--- src/rtl/core/tcmma_pkg.sv ---
// shared constants and types for the three channel min/max moving average block
// no dependencies
`default_nettype none

package tcmma_pkg;

	localparam int DATA_W     = 16;
	localparam int CHANNELS   = 3;
	localparam int WINDOW_DEF = 8;
	localparam int IN_W       = CHANNELS * DATA_W;
	localparam int OUT_W      = 3 * CHANNELS * DATA_W;

	typedef struct packed {
		logic accept;
		logic advance;
		logic first;
		logic old_valid;
	} chan_ctl_t;

endpackage

`default_nettype wire

--- src/rtl/core/tcmma_ram.sv ---
// generic single write port, single read port ram with registered read data
// no dependencies
`default_nettype none

module tcmma_ram #(
	parameter int WIDTH = 16,
	parameter int DEPTH = 8
) (
	input  wire logic                     clk,
	input  wire logic                     wr_en,
	input  wire logic [$clog2(DEPTH)-1:0] wr_addr,
	input  wire logic [WIDTH-1:0]         wr_data,
	input  wire logic                     rd_en,
	input  wire logic [$clog2(DEPTH)-1:0] rd_addr,
	output logic      [WIDTH-1:0]         rd_data
);

	logic [WIDTH-1:0] mem_q [DEPTH];

	always_ff @(posedge clk) begin
		if (wr_en) begin
			mem_q[wr_addr] <= wr_data;
		end
		if (rd_en) begin
			rd_data <= mem_q[rd_addr];
		end
	end

endmodule

`default_nettype wire

--- src/rtl/core/tcmma_channel.sv ---
// one channel: sample register, history ring, running sum, running min and max
// depends on tcmma_pkg and tcmma_ram
`default_nettype none

module tcmma_channel
	import tcmma_pkg::*;
#(
	parameter int WINDOW = WINDOW_DEF
) (
	input  wire logic                      clk,
	input  wire logic                      arst_n,
	input  wire chan_ctl_t                 ctl,
	input  wire logic [$clog2(WINDOW)-1:0] rd_addr,
	input  wire logic [$clog2(WINDOW)-1:0] wr_addr,
	input  wire logic signed [DATA_W-1:0]  sample_in,
	output logic signed      [DATA_W-1:0]  min_next,
	output logic signed      [DATA_W-1:0]  max_next,
	output logic signed      [DATA_W-1:0]  avg_next
);

	localparam int L  = $clog2(WINDOW);
	localparam int SW = DATA_W + L;
	localparam int K  = SW + L;
	localparam logic [63:0] RECIP64 = ((64'd1 << K) + 64'(WINDOW) - 64'd1) / 64'(WINDOW);
	localparam logic [SW:0] RECIP = RECIP64[SW:0];

	logic signed [DATA_W-1:0] sample_s1;
	logic signed [DATA_W-1:0] low_q;
	logic signed [DATA_W-1:0] high_q;
	logic signed [SW-1:0]     sum_q;
	logic        [DATA_W-1:0] rd_data;
	logic signed [DATA_W-1:0] old_sample;
	logic signed [SW-1:0]     sum_next;
	logic                     neg;
	logic        [SW-1:0]     mag;
	logic        [2*SW:0]     prod;
	logic        [DATA_W-1:0] quo;

	tcmma_ram #(
		.WIDTH (DATA_W),
		.DEPTH (WINDOW)
	) u_ring (
		.clk     (clk),
		.wr_en   (ctl.advance),
		.wr_addr (wr_addr),
		.wr_data (sample_s1),
		.rd_en   (ctl.accept),
		.rd_addr (rd_addr),
		.rd_data (rd_data)
	);

	always_ff @(posedge clk) begin
		if (ctl.accept) begin
			sample_s1 <= sample_in;
		end
	end

	// entries never written read as zero
	assign old_sample = ctl.old_valid ? $signed(rd_data) : '0;

	always_comb begin
		if (ctl.first) begin
			min_next = sample_s1;
			max_next = sample_s1;
		end else begin
			min_next = (sample_s1 < low_q)  ? sample_s1 : low_q;
			max_next = (sample_s1 > high_q) ? sample_s1 : high_q;
		end
	end

	assign sum_next = sum_q - SW'(old_sample) + SW'(sample_s1);

	// truncating division by the window through a reciprocal on the magnitude
	assign neg  = sum_next[SW-1];
	assign mag  = neg ? (~sum_next + 1'b1) : sum_next;
	assign prod = {{(SW+1){1'b0}}, mag} * {{SW{1'b0}}, RECIP};
	assign quo  = prod[K +: DATA_W];
	assign avg_next = neg ? $signed(~quo + 1'b1) : $signed(quo);

	always_ff @(posedge clk or negedge arst_n) begin
		if (!arst_n) begin
			low_q  <= '0;
			high_q <= '0;
			sum_q  <= '0;
		end else if (ctl.advance) begin
			low_q  <= min_next;
			high_q <= max_next;
			sum_q  <= sum_next;
		end
	end

endmodule

`default_nettype wire

--- src/rtl/core/three_channel_min_max_moving_average.sv ---
// top level of the three channel min/max moving average block
// depends on tcmma_pkg, tcmma_channel and tcmma_ram
`default_nettype none

// Takes one request per cycle while the output is not held by m_tready, carrying
// temperature, state of charge and charge rate samples (signed 16-bit, units of
// 1/64) and returns one result per request with the running minimum, maximum and
// boxcar average of each channel. A request is registered, then the extremes, the
// running sum and the average are formed combinationally and captured in the
// output register; the running sums and extremes are updated as each result is
// captured, and the next request needs this one's result. Each channel keeps its
// last WINDOW samples in a small ram read as the request is taken into the input
// register; slots not yet written since reset count as zero through per-slot
// valid flags, so no clearing pass is needed and the block accepts requests right
// after reset.
module three_channel_min_max_moving_average
	import tcmma_pkg::*;
#(
	parameter int WINDOW = WINDOW_DEF
) (
	input  wire logic             clk,
	input  wire logic             arst_n,
	input  wire logic             s_tvalid,
	output logic                  s_tready,
	// temperature_in, charge_state_in, charge_rate_in
	input  wire logic [IN_W-1:0]  s_tdata,
	output logic                  m_tvalid,
	input  wire logic             m_tready,
	// temperature_min, temperature_max, temperature_avg, charge_state_min,
	// charge_state_max, charge_state_avg, charge_rate_min, charge_rate_max,
	// charge_rate_avg
	output logic      [OUT_W-1:0] m_tdata
);

	localparam int AW = $clog2(WINDOW);

	logic              valid_s1;
	logic [AW-1:0]     pos_s1;
	logic              old_valid_s1;
	logic [AW-1:0]     rd_pos_q;
	logic [WINDOW-1:0] slot_valid_q;
	logic              first_q;
	logic              out_valid_q;
	logic [OUT_W-1:0]  out_data_q;
	logic              accept;
	logic              advance;
	chan_ctl_t         ctl;

	logic signed [DATA_W-1:0] min_next [CHANNELS];
	logic signed [DATA_W-1:0] max_next [CHANNELS];
	logic signed [DATA_W-1:0] avg_next [CHANNELS];

	assign advance  = valid_s1 && (!out_valid_q || m_tready);
	assign s_tready = !valid_s1 || advance;
	assign accept   = s_tvalid && s_tready;

	assign ctl.accept    = accept;
	assign ctl.advance   = advance;
	assign ctl.first     = first_q;
	assign ctl.old_valid = old_valid_s1;

	for (genvar ch = 0; ch < CHANNELS; ch++) begin : g_chan
		tcmma_channel #(
			.WINDOW (WINDOW)
		) u_channel (
			.clk       (clk),
			.arst_n    (arst_n),
			.ctl       (ctl),
			.rd_addr   (rd_pos_q),
			.wr_addr   (pos_s1),
			.sample_in ($signed(s_tdata[ch*DATA_W +: DATA_W])),
			.min_next  (min_next[ch]),
			.max_next  (max_next[ch]),
			.avg_next  (avg_next[ch])
		);
	end

	always_ff @(posedge clk) begin
		if (accept) begin
			pos_s1       <= rd_pos_q;
			old_valid_s1 <= slot_valid_q[rd_pos_q];
		end
		if (advance) begin
			for (int ch = 0; ch < CHANNELS; ch++) begin
				out_data_q[(3*ch)*DATA_W   +: DATA_W] <= min_next[ch];
				out_data_q[(3*ch+1)*DATA_W +: DATA_W] <= max_next[ch];
				out_data_q[(3*ch+2)*DATA_W +: DATA_W] <= avg_next[ch];
			end
		end
	end

	always_ff @(posedge clk or negedge arst_n) begin
		if (!arst_n) begin
			valid_s1     <= 1'b0;
			rd_pos_q     <= '0;
			slot_valid_q <= '0;
			first_q      <= 1'b1;
			out_valid_q  <= 1'b0;
		end else begin
			if (accept) begin
				valid_s1 <= 1'b1;
				rd_pos_q <= (rd_pos_q == AW'(WINDOW - 1)) ? '0 : rd_pos_q + 1'b1;
			end else if (advance) begin
				valid_s1 <= 1'b0;
			end
			if (advance) begin
				slot_valid_q[pos_s1] <= 1'b1;
				first_q              <= 1'b0;
				out_valid_q          <= 1'b1;
			end else if (m_tready) begin
				out_valid_q <= 1'b0;
			end
		end
	end

	assign m_tvalid = out_valid_q;
	assign m_tdata  = out_data_q;

	// the ram is read one slot ahead of the request in the input register
	a_read_ahead: assert property (@(posedge clk) disable iff (!arst_n)
		valid_s1 |-> rd_pos_q == ((pos_s1 == AW'(WINDOW - 1)) ? '0 : pos_s1 + 1'b1))
		else $error("ring read position out of step");

	a_result_follows: assert property (@(posedge clk) disable iff (!arst_n)
		advance |=> out_valid_q && !first_q)
		else $error("captured result not presented");

	for (genvar ch = 0; ch < CHANNELS; ch++) begin : g_chk
		a_min_le_max: assert property (@(posedge clk) disable iff (!arst_n)
			out_valid_q |-> $signed(out_data_q[(3*ch)*DATA_W +: DATA_W])
				<= $signed(out_data_q[(3*ch+1)*DATA_W +: DATA_W]))
			else $error("minimum above maximum");
	end

endmodule

`default_nettype wire
--- config.mk ---
export PLATFORM = sky130hd
export DESIGN_NAME = three_channel_min_max_moving_average
export DESIGN_NICKNAME = d
export VERILOG_FILES = /design/src/rtl/core/tcmma_pkg.sv /design/src/rtl/core/tcmma_ram.sv /design/src/rtl/core/tcmma_channel.sv /design/src/rtl/core/three_channel_min_max_moving_average.sv
export SDC_FILE = /design/constraint.sdc
export NUM_CORES = 1
export LEC_CHECK = 0
export ABC_AREA = 1
export BUFFER_PORTS_ARGS = -buffer_cell sky130_fd_sc_hd__buf_2
export CORE_AREA = 4 4 274 276
export DETAILED_ROUTE_END_ITERATION = 6
export DIE_AREA = 0 0 278 280
export PLACE_DENSITY = 0.79
export REMOVE_ABC_BUFFERS = 1
export SLEW_MARGIN = 0
export SYNTH_ARGS = -nofsm -noshare
export SYNTH_HDL_FRONTEND = slang
export SYNTH_SLANG_ARGS = --single-unit
--- constraint.sdc ---
create_clock -name clk -period 5.5 [get_ports clk]
set_input_delay 0.275 -clock clk [delete_from_list [all_inputs] [get_ports clk]]
set_output_delay 0.275 -clock clk [all_outputs]
set_load 0.02 [all_outputs]
==> results of run 1 <==
==> state kept, by name, indices dropped and copies added, names as in the netlist, 8 cells and up <==
| signal | count |
|---|---|
| g_chan.u_channel.high_q | 48 |
| g_chan.u_channel.sample_s1 | 48 |
| g_chan.u_channel.sum_q | 57 |
| g_chan.u_channel.u_ring.rd_data | 48 |
| g_chan.u_channel.u_ring.mem_q | 384 |
| g_chan.u_channel.low_q | 48 |
| m_tdata | 144 |
| slot_valid_q | 8 |
==> cell families (layout without fill, tap and decap cells) <==
| kind of cell | Yosys count | count (layout) | share of synthesized area |
|---|---|---|---|
| and+or+nand+nor | 1776 | 1776 | 0.185 |
| DFF | 795 | 795 | 0.572 |
| AOI/OAI and AO/OA | 656 | 656 | 0.0872 |
| xor gates and xnor gates | 56 | 56 | 0.0131 |
| buffers and inverters | 706 | 1017 | 0.0676 |
| adders and majority gates | 209 | 209 | 0.0750 |
==> critical path, delay by kind of cell (launching register included) <==
| kind | cells | cell delay, ns |
|---|---|---|
| AOI/OAI and AO/OA | 2 | 0.31 |
| adders and majority gates | 3 | 1.17 |
| buffers and inverters | 4 | 0.42 |
| DFF | 1 | 0.41 |
| and+or+nand+nor | 18 | 1.91 |
==> placed cells by master (no fill, tap or decap), types with 6 or more instances in the layout <==
| master | count |
|---|---|
| nand3b_1 | 22 |
| nor2_1 | 463 |
| nand2_2 | 40 |
| nand3_1 | 164 |
| clkinv_1 | 8 |
| fa_1 | 54 |
| nor3_1 | 11 |
| nor2_4 | 13 |
| clkbuf_8 | 9 |
| xor2_1 | 36 |
| ha_1 | 155 |
| xnor2_1 | 14 |
| buf_2 | 196 |
| inv_2 | 13 |
| dfrtp_1 | 164 |
| o22ai_1 | 48 |
| inv_1 | 538 |
| or2_2 | 6 |
| clkinv_2 | 7 |
| nand3_2 | 6 |
| clkbuf_1 | 31 |
| a21o_1 | 7 |
| a21oi_1 | 102 |
| o21ai_0 | 416 |
| nand4_1 | 45 |
| dlygate4sd3_1 | 52 |
| edfxtp_1 | 628 |
| a31oi_1 | 50 |
| nand2_1 | 949 |
| and2_1 | 35 |
| clkbuf_16 | 86 |
| buf_4 | 56 |
| nor2_2 | 14 |
==> through the flow <==
| step | instances | hold WS (ns) |
|---|---|---|
| 4_1_cts | 5468 | 0.311 |
| 6_report | 5468 | 0.325 |
| 3_5_place_dp | 5262 | 0.448 |
| 5_1_grt | 5468 | 0.344 |
| 3_3_place_gp | 5262 | 0.438 |
| 2_1_floorplan | 4048 | -0.0206 |
==> cell type report <==
type,count,area [µm²],share of cell area
Timing Repair Buffer,307,1970,0.0433
Sequential cell,795,23000,0.506
Clock inverter,28,268,0.00588
Tap cell,959,1200,0.0263
Multi-Input combinational cell,2697,14600,0.320
Inverter,556,2100,0.0462
Clock buffer,126,2390,0.0525
==> routing by layer <==
metal,up-vias,track usage,part of all wire
met4,0,0.0821,0.029
met2,1050,0.432,0.50
met1,14330,0.324,0.41
li1,14399,-,-
met3,184,0.0348,0.068
met5,-,0,0
==> worst max path at each step <==
stage | start | to | slack [ns]
3_3_place_gp | old_valid_s1 | m_tdata[140] | 1.12
3_5_place_dp | old_valid_s1 | m_tdata[140] | 1.0
2_1_floorplan | m_tvalid | slot_valid_q[3] | -5.63
5_1_grt | old_valid_s1 | m_tdata[140] | 0.58
6_report | old_valid_s1 | m_tdata[140] | 0.99
4_1_cts | old_valid_s1 | m_tdata[140] | 0.99
==> results_dict.tcl, run 1 <==
set metrics [dict create \
    clockBufferDepth 3 \
    detailed_route_drc_error_count 0 \
    cts_tree "done" \
    synthesis.instances 4198 \
    ctsHtreeMaxLevel 3 \
    placement.setup.worst_slack_ns 0.996 \
    worst-slew-pin-transition_ns 1.13 \
    cell_types_occupying_the_most_area_after_synthesis "edfxtp_1 47%, dfrtp_1 10%, nand2_1 8.9%" \
    final-setup-viol-count 0 \
    postLayoutCellArea_um2 45600 \
    design.final.nets 4701 \
    ys.warnings.count 0 \
    grt_first_pass_wirelength_mm 155 \
    groute.usage.overall 0.248 \
    initial_utilization 0.555 \
    run_status "finished clean" \
    yosys-top-cells-count "950 x nand2_1, 628 x edfxtp_1, 540 x inv_1, 471 x nor2_1, 416 x o21ai_0" \
    cpMostUsedCell "nand2_1" \
    drt_first_pass_iters 6 \
    crit_path_end_kind "flip-flop" \
    io_buffer_count 197 \
    dpl-instance-area_um2 42400 \
    place.gp.congestion 0.913 \
    number_of_global_route_vias_before_repair 29240 \
    timing.critical_path.from_type "flip-flop" \
    worstSkewPairLatency_ns 0.63 \
    floorplan.die_area_um2 77800 \
    grt_antenna_before_repair 0 \
    detailedPlacementHpwl_mm 63.8 \
    synth.cell_area_um2 40300 \
    syn-mean-instance-area_um2 9.59 \
    grt-ovfl-total 0 \
    post-route-util 0.628 \
    fin_tns_setup_ns 0 \
    reg_to_reg_end "m_tdata[140]" \
    reg2reg_from "old_valid_s1" \
    required_ns 5.89 \
    max_cap_viol_count 0 \
    yosysTopAreaCell "edfxtp_1" \
    ys_dominant_reg_cell "edfxtp_1" \
    routedWlPerCell_um 18.0 \
    core_area_um2 72600 \
    avgViaCountPerCell 5.48 \
    clk_pin_slew_worst_paths_ns 0.06 \
    hold_class "input port to async pin" \
    drive_above_1_share 0.109 \
    worst_r2r_path_depth 27 \
    num_io_pins 198 \
    fin_ws_ns 0.992 \
    fillers 5686 \
    cts_setup_buffers 0 \
    clockRootBuffer "clkbuf_16" \
    clock_sink_count 795 \
    routed_antenna_nets 0 \
    netlist-cell-type-count 52 \
    skew_ns 0.0216 \
    synth_top_cell_area_share 0.468 \
    grt_max_degree 165 \
    antenna_cells_inserted 0 \
    final-hold-violation-count 0 \
    arrival_ns 4.90 \
    max_slew_margin_vs_limit 0.247 \
    count_of_hold_buffers_inserted_by_post_cts_repair 52 \
    ys_seq_area_frac 0.572 \
    critical-path-max-stage-delay_ns 0.52 \
    layout_min_cycle_time_ns 4.51 \
    chipWidth_um 278 \
    worst_path_max_delay_cell "fa_1" \
    num_vias 29963 \
    ys_ff_latch 795 \
    placementRows 99 \
    synth_enable_flop_cells 628 \
    fmaxAchievable_mhz 222 \
    area_growth_pct 13.1 \
    synth.most_common_cell "nand2_1" \
    crit_path_max_fanout 35 \
    timing.final.crit_share 0.820 \
    detailed_route_wl_mm 98.2 \
    drt_iter0_drc 2715 \
    async_reset_ff_frac 0.210 \
    ff2ff_setup_slack_ns 0.99 \
    tritoncts.num_buffers 83 \
    unrepaired_setup_endpoints_after_global_routing "false" \
    timing.final.max_slew_violations 0 \
    post_cts_resize_count 0 \
    critical_path_class "flip-flop to flip-flop" \
    dieHeight_um 280 \
]
Power of run 1 is left out: the tool's default activity adds up to more than one toggle a clock period on the data nets, which glitch-free logic cannot reach.
==> run 2, diff against run 1 <==
--- a/config.mk
+++ b/config.mk
@@ -7,10 +7,10 @@
 export LEC_CHECK = 0
 export ABC_AREA = 1
 export BUFFER_PORTS_ARGS = -buffer_cell sky130_fd_sc_hd__buf_2
-export CORE_AREA = 4 4 274 276
+export CORE_AREA = 4 4 265 267
 export DETAILED_ROUTE_END_ITERATION = 6
-export DIE_AREA = 0 0 278 280
-export PLACE_DENSITY = 0.79
+export DIE_AREA = 0 0 269 271
+export PLACE_DENSITY = 0.8
 export REMOVE_ABC_BUFFERS = 1
 export SLEW_MARGIN = 0
 export SYNTH_ARGS = -nofsm -noshare
==> constraint.sdc (replaced) <==
create_clock -name clk -period 4.2 [get_ports clk]
set_input_delay 0.21 -clock clk [delete_from_list [all_inputs] [get_ports clk]]
set_output_delay 0.21 -clock clk [all_outputs]
set_load 0.02 [all_outputs]
==> run 2 against run 1 <==
The flow now finishes with violations (design-rule violations). First-iteration DRC count grew 16%. Critical path depth shrank 1. Count of clock-buffer cells in the layout shrank 15. Non-clock buffer count grew 119. Utilization grew 7.5 points. Final cell count grew 0.77%. Worst setup slack lost 0.91 ns. Sequential cell count is the same. Global-route usage grew 2.1 points. Worst hold slack lost 0.18 ns. Die area shrank 6.3%. Highest routed layer unchanged.
==> results_dict.tcl, run 2 (synthesis gave the netlist of run 1 again) <==
set metrics [dict create \
    clockRootBuffer "clkbuf_16" \
    crit_path_max_fanout 8 \
    clock_sink_count 795 \
    dieHeight_um 271 \
    worst_r2r_path_depth 26 \
    max_cap_viol_count 0 \
    drive_above_1_share 0.177 \
    grt-ovfl-total 0 \
    skew_ns 0.0340 \
    worst-slew-pin-transition_ns 1.13 \
    critical-path-max-stage-delay_ns 0.54 \
    worstSkewPairLatency_ns 0.65 \
    final-setup-viol-count 0 \
    arrival_ns 4.51 \
    drt_first_pass_iters 7 \
    tritoncts.num_buffers 83 \
    mostFrequentLayoutCell "nand2_1" \
    detailedPlacementHpwl_mm 64.7 \
    worstSetupStartpoint "old_valid_s1" \
    max_slew_margin_vs_limit 0.246 \
    reg2reg_from "old_valid_s1" \
    worst_path_max_delay_cell "fa_1" \
    layout_min_cycle_time_ns 4.12 \
    timing.critical_path.from_type "flip-flop" \
    fillers 4622 \
    required_ns 4.60 \
    layout.cells.most_common_list "878 x nand2_1, 628 x edfxtp_1, 521 x inv_1, 438 x nor2_1, 411 x o21ai_0" \
    critical_path_class "flip-flop to flip-flop" \
    placementRows 96 \
    grt_antenna_before_repair 0 \
    ctsHtreeMaxLevel 3 \
    num_io_pins 198 \
    timing.final.crit_share 0.981 \
    routedWlPerCell_um 18.6 \
    groute.usage.overall 0.270 \
    detailed_route_wl_mm 103 \
    design.final.nets 4820 \
    grt_first_pass_wirelength_mm 156 \
    fmaxAchievable_mhz 243 \
    placement.setup.worst_slack_ns -0.0239 \
    routed_antenna_nets 0 \
    num_vias 31182 \
    timing.final.max_slew_violations 0 \
    reg_to_reg_end "m_tdata[140]" \
    run_status "finished, violations left" \
    initial_utilization 0.591 \
    core_area_um2 68100 \
    ff2ff_setup_slack_ns 0.08 \
    area_growth_pct 18.8 \
    fin_ws_ns 0.0808 \
    grt_max_degree 164 \
    final-hold-violation-count 0 \
    number_of_global_route_vias_before_repair 29806 \
    unrepaired_setup_endpoints_after_global_routing "true" \
    avgViaCountPerCell 5.66 \
    chipWidth_um 269 \
    largest_reg_flops 384 \
    drt_iter0_drc 3151 \
    crit_path_end_kind "flip-flop" \
    hold_class "input port to async pin" \
    floorplan.die_area_um2 72900 \
    clk_pin_slew_worst_paths_ns 0.06 \
    clockBufferDepth 3 \
    register_ranked_first_by_flip_flop_count "g_chan.u_channel.u_ring.mem_q" \
    cts_tree "done" \
    detailed_route_drc_error_count 7 \
    violations "design-rule violations" \
    io_buffer_count 197 \
    place.gp.congestion 0.936 \
]
-- run 2: cell types whose count changed in the layout (fill, tap and decap cells not counted), moves of 18 or more --
cell / before / now
nand2_2: 40 / 90
ha_4: 0 / 38
nor2_1: 463 / 438
nor2_4: 13 / 31
ha_1: 155 / 109
buf_4: 56 / 156
nand2_1: 949 / 878
nand2_4: 3 / 24
-- run 2: what timing repair did --
item                                    in CTS  in global routing
cloned                                       0                  4
pin swaps                                    0                 84
resized for setup                            4                281
hold buffers                                53                  0
endpoints found under the setup margin       4                 27
endpoints found under the hold margin      117                  0
buffers inserted                             0                 50
-- run 2: per-layer routing --
metal | track usage | vias to the layer above | routed length, µm
met5 | 0 | - | 0
met4 | 0.0845 | 0 | 3090
met3 | 0.0427 | 253 | 8610
met2 | 0.453 | 1404 | 50700
met1 | 0.363 | 14893 | 40300
li1 | - | 14632 | -
-- run 2: how the worst max path moves through the flow --
stage | slack [ns] | cells after the start | end
6_report | 0.08 | 26 | m_tdata[140]
2_1_floorplan | -6.93 | 6 | slot_valid_q[3]
4_1_cts | 0.02 | 29 | m_tdata[140]
3_5_place_dp | -0.02 | 29 | m_tdata[140]
5_1_grt | -0.17 | 31 | m_tdata[94]
3_3_place_gp | 0.15 | 30 | m_tdata[94]
-- run 2: layout make-up --
type | count | area, µm² | area share
Antenna cell | 1 | 2.50 | 0.0000523
Clock buffer | 111 | 2260 | 0.0473
Inverter | 556 | 2110 | 0.0440
Multi-Input combinational cell | 2697 | 15800 | 0.330
Clock inverter | 42 | 480 | 0.0100
Tap cell | 882 | 1100 | 0.0231
Timing Repair Buffer | 426 | 3040 | 0.0636
Sequential cell | 795 | 23000 | 0.482
-- run 2: worst max-delay path, delay by kind of cell, from the launching register on --
kind / cells / cell delay [ns]
AO/OA/AOI/OAI: 2 / 0.17
adder cells (fa/ha/maj): 3 / 0.98
buffers and inverters: 6 / 0.63
flip-flops: 1 / 0.42
AND/OR/NAND/NOR: 15 / 1.66
-- run 2: through the flow --
stage | util | TNS, ns | hold slack [ns] | instances | cell area (µm²)
finish | 0.702 | 0 | 0.150 | 5510 | 47800
global route | 0.702 | -1.02 | 0.222 | 5509 | 47800
CTS | 0.677 | 0 | 0.180 | 5455 | 46100
detailed placement | 0.629 | -0.0241 | 0.287 | 5249 | 42800
global placement | 0.629 | 0 | 0.283 | 5249 | 42800
floorplan | - | -3115.21 | -0.0856 | 4048 | 39600
Power of run 2 is left out for the same reason.
